File: src/hdl/tnal_pkg.sv
// ============================================================================
// tnal_pkg
// Shared widths, codes and defaults of the timetable next-arrival lookup.
// ============================================================================
package tnal_pkg;

   // Default sizes of the route storage
   localparam int MAX_STATIONS_DEF = 32;
   localparam int MAX_TRIPS_DEF    = 64;

   // Field widths
   localparam int ID_W     = 16;
   localparam int TIME_W   = 17;
   localparam int CELL_W   = TIME_W + 1;   // {present, time}
   localparam int OP_W     = 2;
   localparam int SLOT_IN_W = 5;
   localparam int TRIP_IN_W = 6;
   localparam int STATUS_W = 2;

   // Configuration registers
   localparam int STATIONS_W = 6;
   localparam int TRIPS_W    = 7;
   localparam int CSR_DATA_W = 7;
   localparam int CSR_IDX_W  = 1;

   localparam logic [CSR_IDX_W-1:0] CSR_STATIONS = 1'b0;
   localparam logic [CSR_IDX_W-1:0] CSR_TRIPS    = 1'b1;

   localparam logic [STATIONS_W-1:0] STATIONS_RESET = 6'd1;
   localparam logic [TRIPS_W-1:0]    TRIPS_RESET    = 7'd0;

   // Operation codes
   localparam logic [OP_W-1:0] OP_WR_STATION = 2'd0;
   localparam logic [OP_W-1:0] OP_WR_CELL    = 2'd1;
   localparam logic [OP_W-1:0] OP_ARRIVAL    = 2'd2;
   localparam logic [OP_W-1:0] OP_ORDER      = 2'd3;

   // Result status codes
   localparam logic [STATUS_W-1:0] STS_OK      = 2'd0;
   localparam logic [STATUS_W-1:0] STS_NONE    = 2'd1;
   localparam logic [STATUS_W-1:0] STS_MISSING = 2'd2;
   localparam logic [STATUS_W-1:0] STS_SAME    = 2'd3;

endpackage

File: src/hdl/tnal_ram.sv
// ============================================================================
// tnal_ram
// Generic RAM: one write port, two read ports, registered read data.
// ============================================================================
module tnal_ram
   import tnal_pkg::*;
#(
   parameter int WIDTH = CELL_W,
   parameter int DEPTH = MAX_STATIONS_DEF
) (
   input  logic                     clock,
   input  logic                     wr_en,
   input  logic [$clog2(DEPTH)-1:0] wr_addr,
   input  logic [WIDTH-1:0]         wr_data,
   input  logic [$clog2(DEPTH)-1:0] rd_addr_a,
   output logic [WIDTH-1:0]         rd_data_a,
   input  logic [$clog2(DEPTH)-1:0] rd_addr_b,
   output logic [WIDTH-1:0]         rd_data_b
);

   logic [WIDTH-1:0] mem_ff [DEPTH];
   logic [WIDTH-1:0] rd_data_a_ff;
   logic [WIDTH-1:0] rd_data_b_ff;

   always_ff @(posedge clock) begin
      if (wr_en) begin
         mem_ff[wr_addr] <= wr_data;
      end
      rd_data_a_ff <= mem_ff[rd_addr_a];
      rd_data_b_ff <= mem_ff[rd_addr_b];
   end

   assign rd_data_a = rd_data_a_ff;
   assign rd_data_b = rd_data_b_ff;

endmodule

File: config.mk
export PLATFORM = sky130hd
export DESIGN_NAME = tnal_ram
export DESIGN_NICKNAME = d
export VERILOG_FILES = /design/src/hdl/tnal_pkg.sv /design/src/hdl/tnal_ram.sv
export SDC_FILE = /design/constraint.sdc
export NUM_CORES = 1
export LEC_CHECK = 0
export BUFFER_PORTS_ARGS = -buffer_cell sky130_fd_sc_hd__buf_2
export CAP_MARGIN = 5
export CELL_PAD_IN_SITES_DETAIL_PLACEMENT = 1
export CELL_PAD_IN_SITES_GLOBAL_PLACEMENT = 1
export CORE_MARGIN = 4
export CORE_UTILIZATION = 45
export CTS_CLUSTER_DIAMETER = 200
export DETAILED_ROUTE_END_ITERATION = 10
export PLACE_DENSITY = 0.71
export REMOVE_ABC_BUFFERS = 1
export SLEW_MARGIN = 10
export SYNTH_ARGS = -nofsm -noshare
export SYNTH_HDL_FRONTEND = slang
export SYNTH_SLANG_ARGS = --single-unit
File: constraint.sdc
create_clock -name clock -period 2.7 [get_ports clock]
set_input_delay 0.135 -clock clock [delete_from_list [all_inputs] [get_ports clock]]
set_output_delay 0.135 -clock clock [all_outputs]
set_load 0.01 [all_outputs]
==> impl_summary.txt <==
----------------------------------------------------
[Outcome]
  Status ... complete, no violations

[Setup path]
  Critical path required time ... between 3000 and 4000 ps
  Register-to-register setup slack ... around 1200 ps
  CP arrival ... 2280 ps
  Launch point of the worst reg-to-reg path ... mem_ff[25][17]$_DFFE_PP_
  Worst r2r path cells ... 5
  Type of origin of the critical path ... primary input
  Endpoint of the lowest-slack register-to-register path ... rd_data_a[17]$_DFF_P_
  Delay of the slowest cell on the worst path ... 640 ps
  Kind of end point of the critical path ... register
  Cells along the critical path ... dlygate4sd3_1, buf_2, or2_2, nor3_1, a31oi_1, nand3_1
  Crit Path Category ... primary input to register
  CP max FO ... 18
  Cell at the slowest stage of the critical path ... or2_2

[Pwr]
  Logic pwr share ... 0.083
  Internal power ... between 15 and 20 mW
  Switching power share of the total ... 0.231
  Peak supply drop ... between 500 and 600 µV
  Static leakage ... between 10 and 15 nW
  Power dissipated by switching net loads ... 5.05 mW
  Clk pwr share ... 0.429
  Part of the total power dissipated in sequential elements ... 0.488
  Pwr Density ... ~680 nW/µm²

[STA]
  Remaining max-slew budget at the tightest pin ... 0.239
  Hold Fails Final Rpt ... 0
  Final WS setup ... roughly 900 ps
  Post-layout minimum cycle time ... 1820 ps
  Actual transition at the worst max-transition pin ... 1140 ps
  RSZ-0062 raised after global routing ... false
  Worst hold slack across all endpoints ... approximately 46 ps
  Post-route fraction of the period consumed by the critical path ... 0.673
  Fmax ... 551 MHz
  Final worst clock skew ... around 12 ps
  Final Max Slew Viols ... 0
  Final setup fails ... 0

[Drt]
  Top layer used by detailed routing ... met4
  Met2 WL post-DR ... between 40 and 50 mm
  Amount of wire on met3 after detailed routing ... approximately 6.8 mm
  DR WL/cell ... about 32 µm
  Detail Route Antenna Nets ... 0
  Total wire length after detailed routing ... around 93 mm
  Count of TritonRoute iterations in the first routing pass ... 5
  Violation count after the first detailed-routing iteration ... between 1500 and 2000
  Final routed DRC violation total ... 0
  Wl on met1 ... roughly 39 mm
  Detailed-route via count ... roughly 19000
  Detailed-route vias per instance ... between 6 and 7

[Clocking]
  Number of gates resized after CTS ... 0
  Longest Clk Path Bufs ... 3
  Clock insertion delay at the later pin of the skew report ... a little over 600 ps
  CTS tree ... built
  Number of buffers created by CTS ... 69
  CTS HTree Levels ... 3
  Clock slew seen by the registers of the worst setup and hold paths ... around 60 ps
  Clock sink count ... around 610
  Root Buffer Master ... clkbuf_16

[Placement]
  Final weighted congestion of routability-driven global placement ... 0.823
  Cell count after placement ... ~2800
  Dpl hpwl ... 54.8 mm
  Quantity of I/O buffers inserted on ports ... 70
  Worst slack at placement ... roughly 740 ps

[Worst hold path]
  Worst hold path cell count ... 1
  Kind of path behind the tightest hold check ... primary input to register
  Worst min-delay path startpoint ... wr_data[17]
  Endpoint with the worst hold slack ... mem_ff[11][17]$_DFFE_PP_

[Synth]
  Proportion of register bits with asynchronous set or reset after synthesis ... 0
  Netlist area before placement ... roughly 28000 µm²
  Number of enable-type register cells in the synthesized netlist ... 576
  Portion of the post-synthesis area used by sequential elements ... 0.638
  Number of flip-flops and latches in the synthesized netlist ... 612
  Synthesized instance count ... ~1900
  Count of yosys warnings during synthesis ... 0
  Average footprint of a synthesized cell ... between 10 and 15 µm²
  Post-synth top flop ... edfxtp_1
  Count of different cell masters after synthesis ... 28

[Finish]
  Layout net count ... 2052
  Area growth, synth to finish ... 14.1%
  Share of post-route cells with drive strength above 1 ... 0.154
  Highest-count cells in the layout ignoring fill and taps ... mux2i_1, edfxtp_1, a22oi_1
  Non-Filler Instances ... a little under 3000

[Global route]
  Via count of the first global-routing pass ... 19600
  Maximum number of pins on one net before global-route repair ... 73
  Initial antenna violation count ... 5
  Remaining global-route overflow ... 0
  Overall routing resource usage ... 0.273
  Wire length of the first global-routing pass ... between 100 and 150 mm

[Job]
  Max-cap violations ... 0

[Die]
  Die Outline Area ... roughly 67000 µm²
  Core outline area ... 61900 µm²
  Starting Density ... 0.456
  Number of top-level pins ... 71
  Die boundary width ... between 200 and 300 µm
  Core Rows ... a little over 90
  Chip Height ... ~260 µm

----------------------------------------------------
-- synthesized netlist by cell type, types with 2 or more instances --
master | number | area (µm²)
nand3b_1 | 5 | 37.5
nand2_1 | 55 | 206
edfxtp_1 | 576 | 17300
nor3_1 | 18 | 90.1
a31oi_1 | 18 | 113
buf_4 | 32 | 240
buf_1 | 4 | 15.0
a22o_1 | 36 | 315
or3b_2 | 3 | 26.3
nor2b_1 | 5 | 31.3
nand4_1 | 36 | 225
nand2b_1 | 3 | 18.8
clkbuf_1 | 43 | 161
buf_2 | 37 | 185
nand3_1 | 110 | 551
mux2i_1 | 576 | 5770
and2_1 | 3 | 18.8
buf_8 | 2 | 30.0
dfxtp_1 | 36 | 721
nor2_1 | 35 | 131
a22oi_1 | 198 | 1490
buf_6 | 24 | 270
a21oi_1 | 54 | 270
-- kinds of logic (layout without fill, tap and decap cells) --
logic type	Yosys count	in the layout	synth area share
buffers and inverters	144	298	0.0328
flip-flops	612	612	0.638
multiplexers	576	576	0.204
AO/OA/AOI/OAI	306	306	0.0773
other	0	4	0
AND/OR/NAND/NOR	276	276	0.0480
-- state kept, by name, indices dropped and copies added, names as in the netlist --
register / cells
rd_data_a: 18
rd_data_b: 18
mem_ff: 576
-- critical path: cells and delay by family --
kind | cells | cell delay (ps)
simple gates | 3 | 940
buf+inv | 2 | 840
compound gates | 1 | 320
-- layout make-up --
| type | instances | area, µm² |
|---|---|---|
| antenna | 4 | 10.0 |
| clock buffer | 94 | 1970 |
| clock inverter | 28 | 268 |
| fill | 6024 | 29700 |
| multi-input combinational | 1158 | 9440 |
| sequential | 612 | 18000 |
| tap | 837 | 1050 |
| timing repair buffer | 176 | 1490 |
-- power by group through the flow --
stage	sequential [mW]	clock, mW	combinational (mW)
after floorplan	10.9	0	0.770
after global placement	10.8	0	1.75
after detailed placement	10.8	0	1.79
after CTS	10.6	9.49	1.80
after global routing	10.7	9.91	1.91
final	10.6	9.36	1.81
-- worst max path at each step --
stage / from / endpoint / slack (ps) / cells past startpoint
2_1_floorplan: rd_addr_a[2] / rd_data_a[0]$_DFF_P_ / -520 / 4
3_3_place_gp: rd_addr_a[1] / rd_data_a[16]$_DFF_P_ / 790 / 6
3_5_place_dp: rd_addr_a[1] / rd_data_a[16]$_DFF_P_ / 740 / 6
4_1_cts: rd_addr_a[4] / rd_data_a[15]$_DFF_P_ / 960 / 6
5_1_grt: rd_addr_a[3] / rd_data_a[15]$_DFF_P_ / 870 / 6
6_report: rd_addr_a[4] / rd_data_a[15]$_DFF_P_ / 880 / 6
-- metrics by stage --
step	utilization	instance area [µm²]	total power, mW	TNS, ps
2_1_floorplan	-	27300	11.6	-18340
3_3_place_gp	0.484	30000	12.6	0
3_5_place_dp	0.484	30000	12.6	0
4_1_cts	0.520	32200	21.9	0
5_1_grt	0.520	32200	22.5	0
6_report	0.520	32200	21.8	0
-- routing by layer --
metal	track usage	vias up
li1	-	7845
met1	0.378	9637
met2	0.442	848
met3	0.0448	192
met4	0.0943	0
met5	0	-
-- timing repair --
item,in CTS,in global routing
hold endpoints to repair,3,0
hold buffers,3,0
setup buffers,0,0
Power figures use the tool's default switching activity.
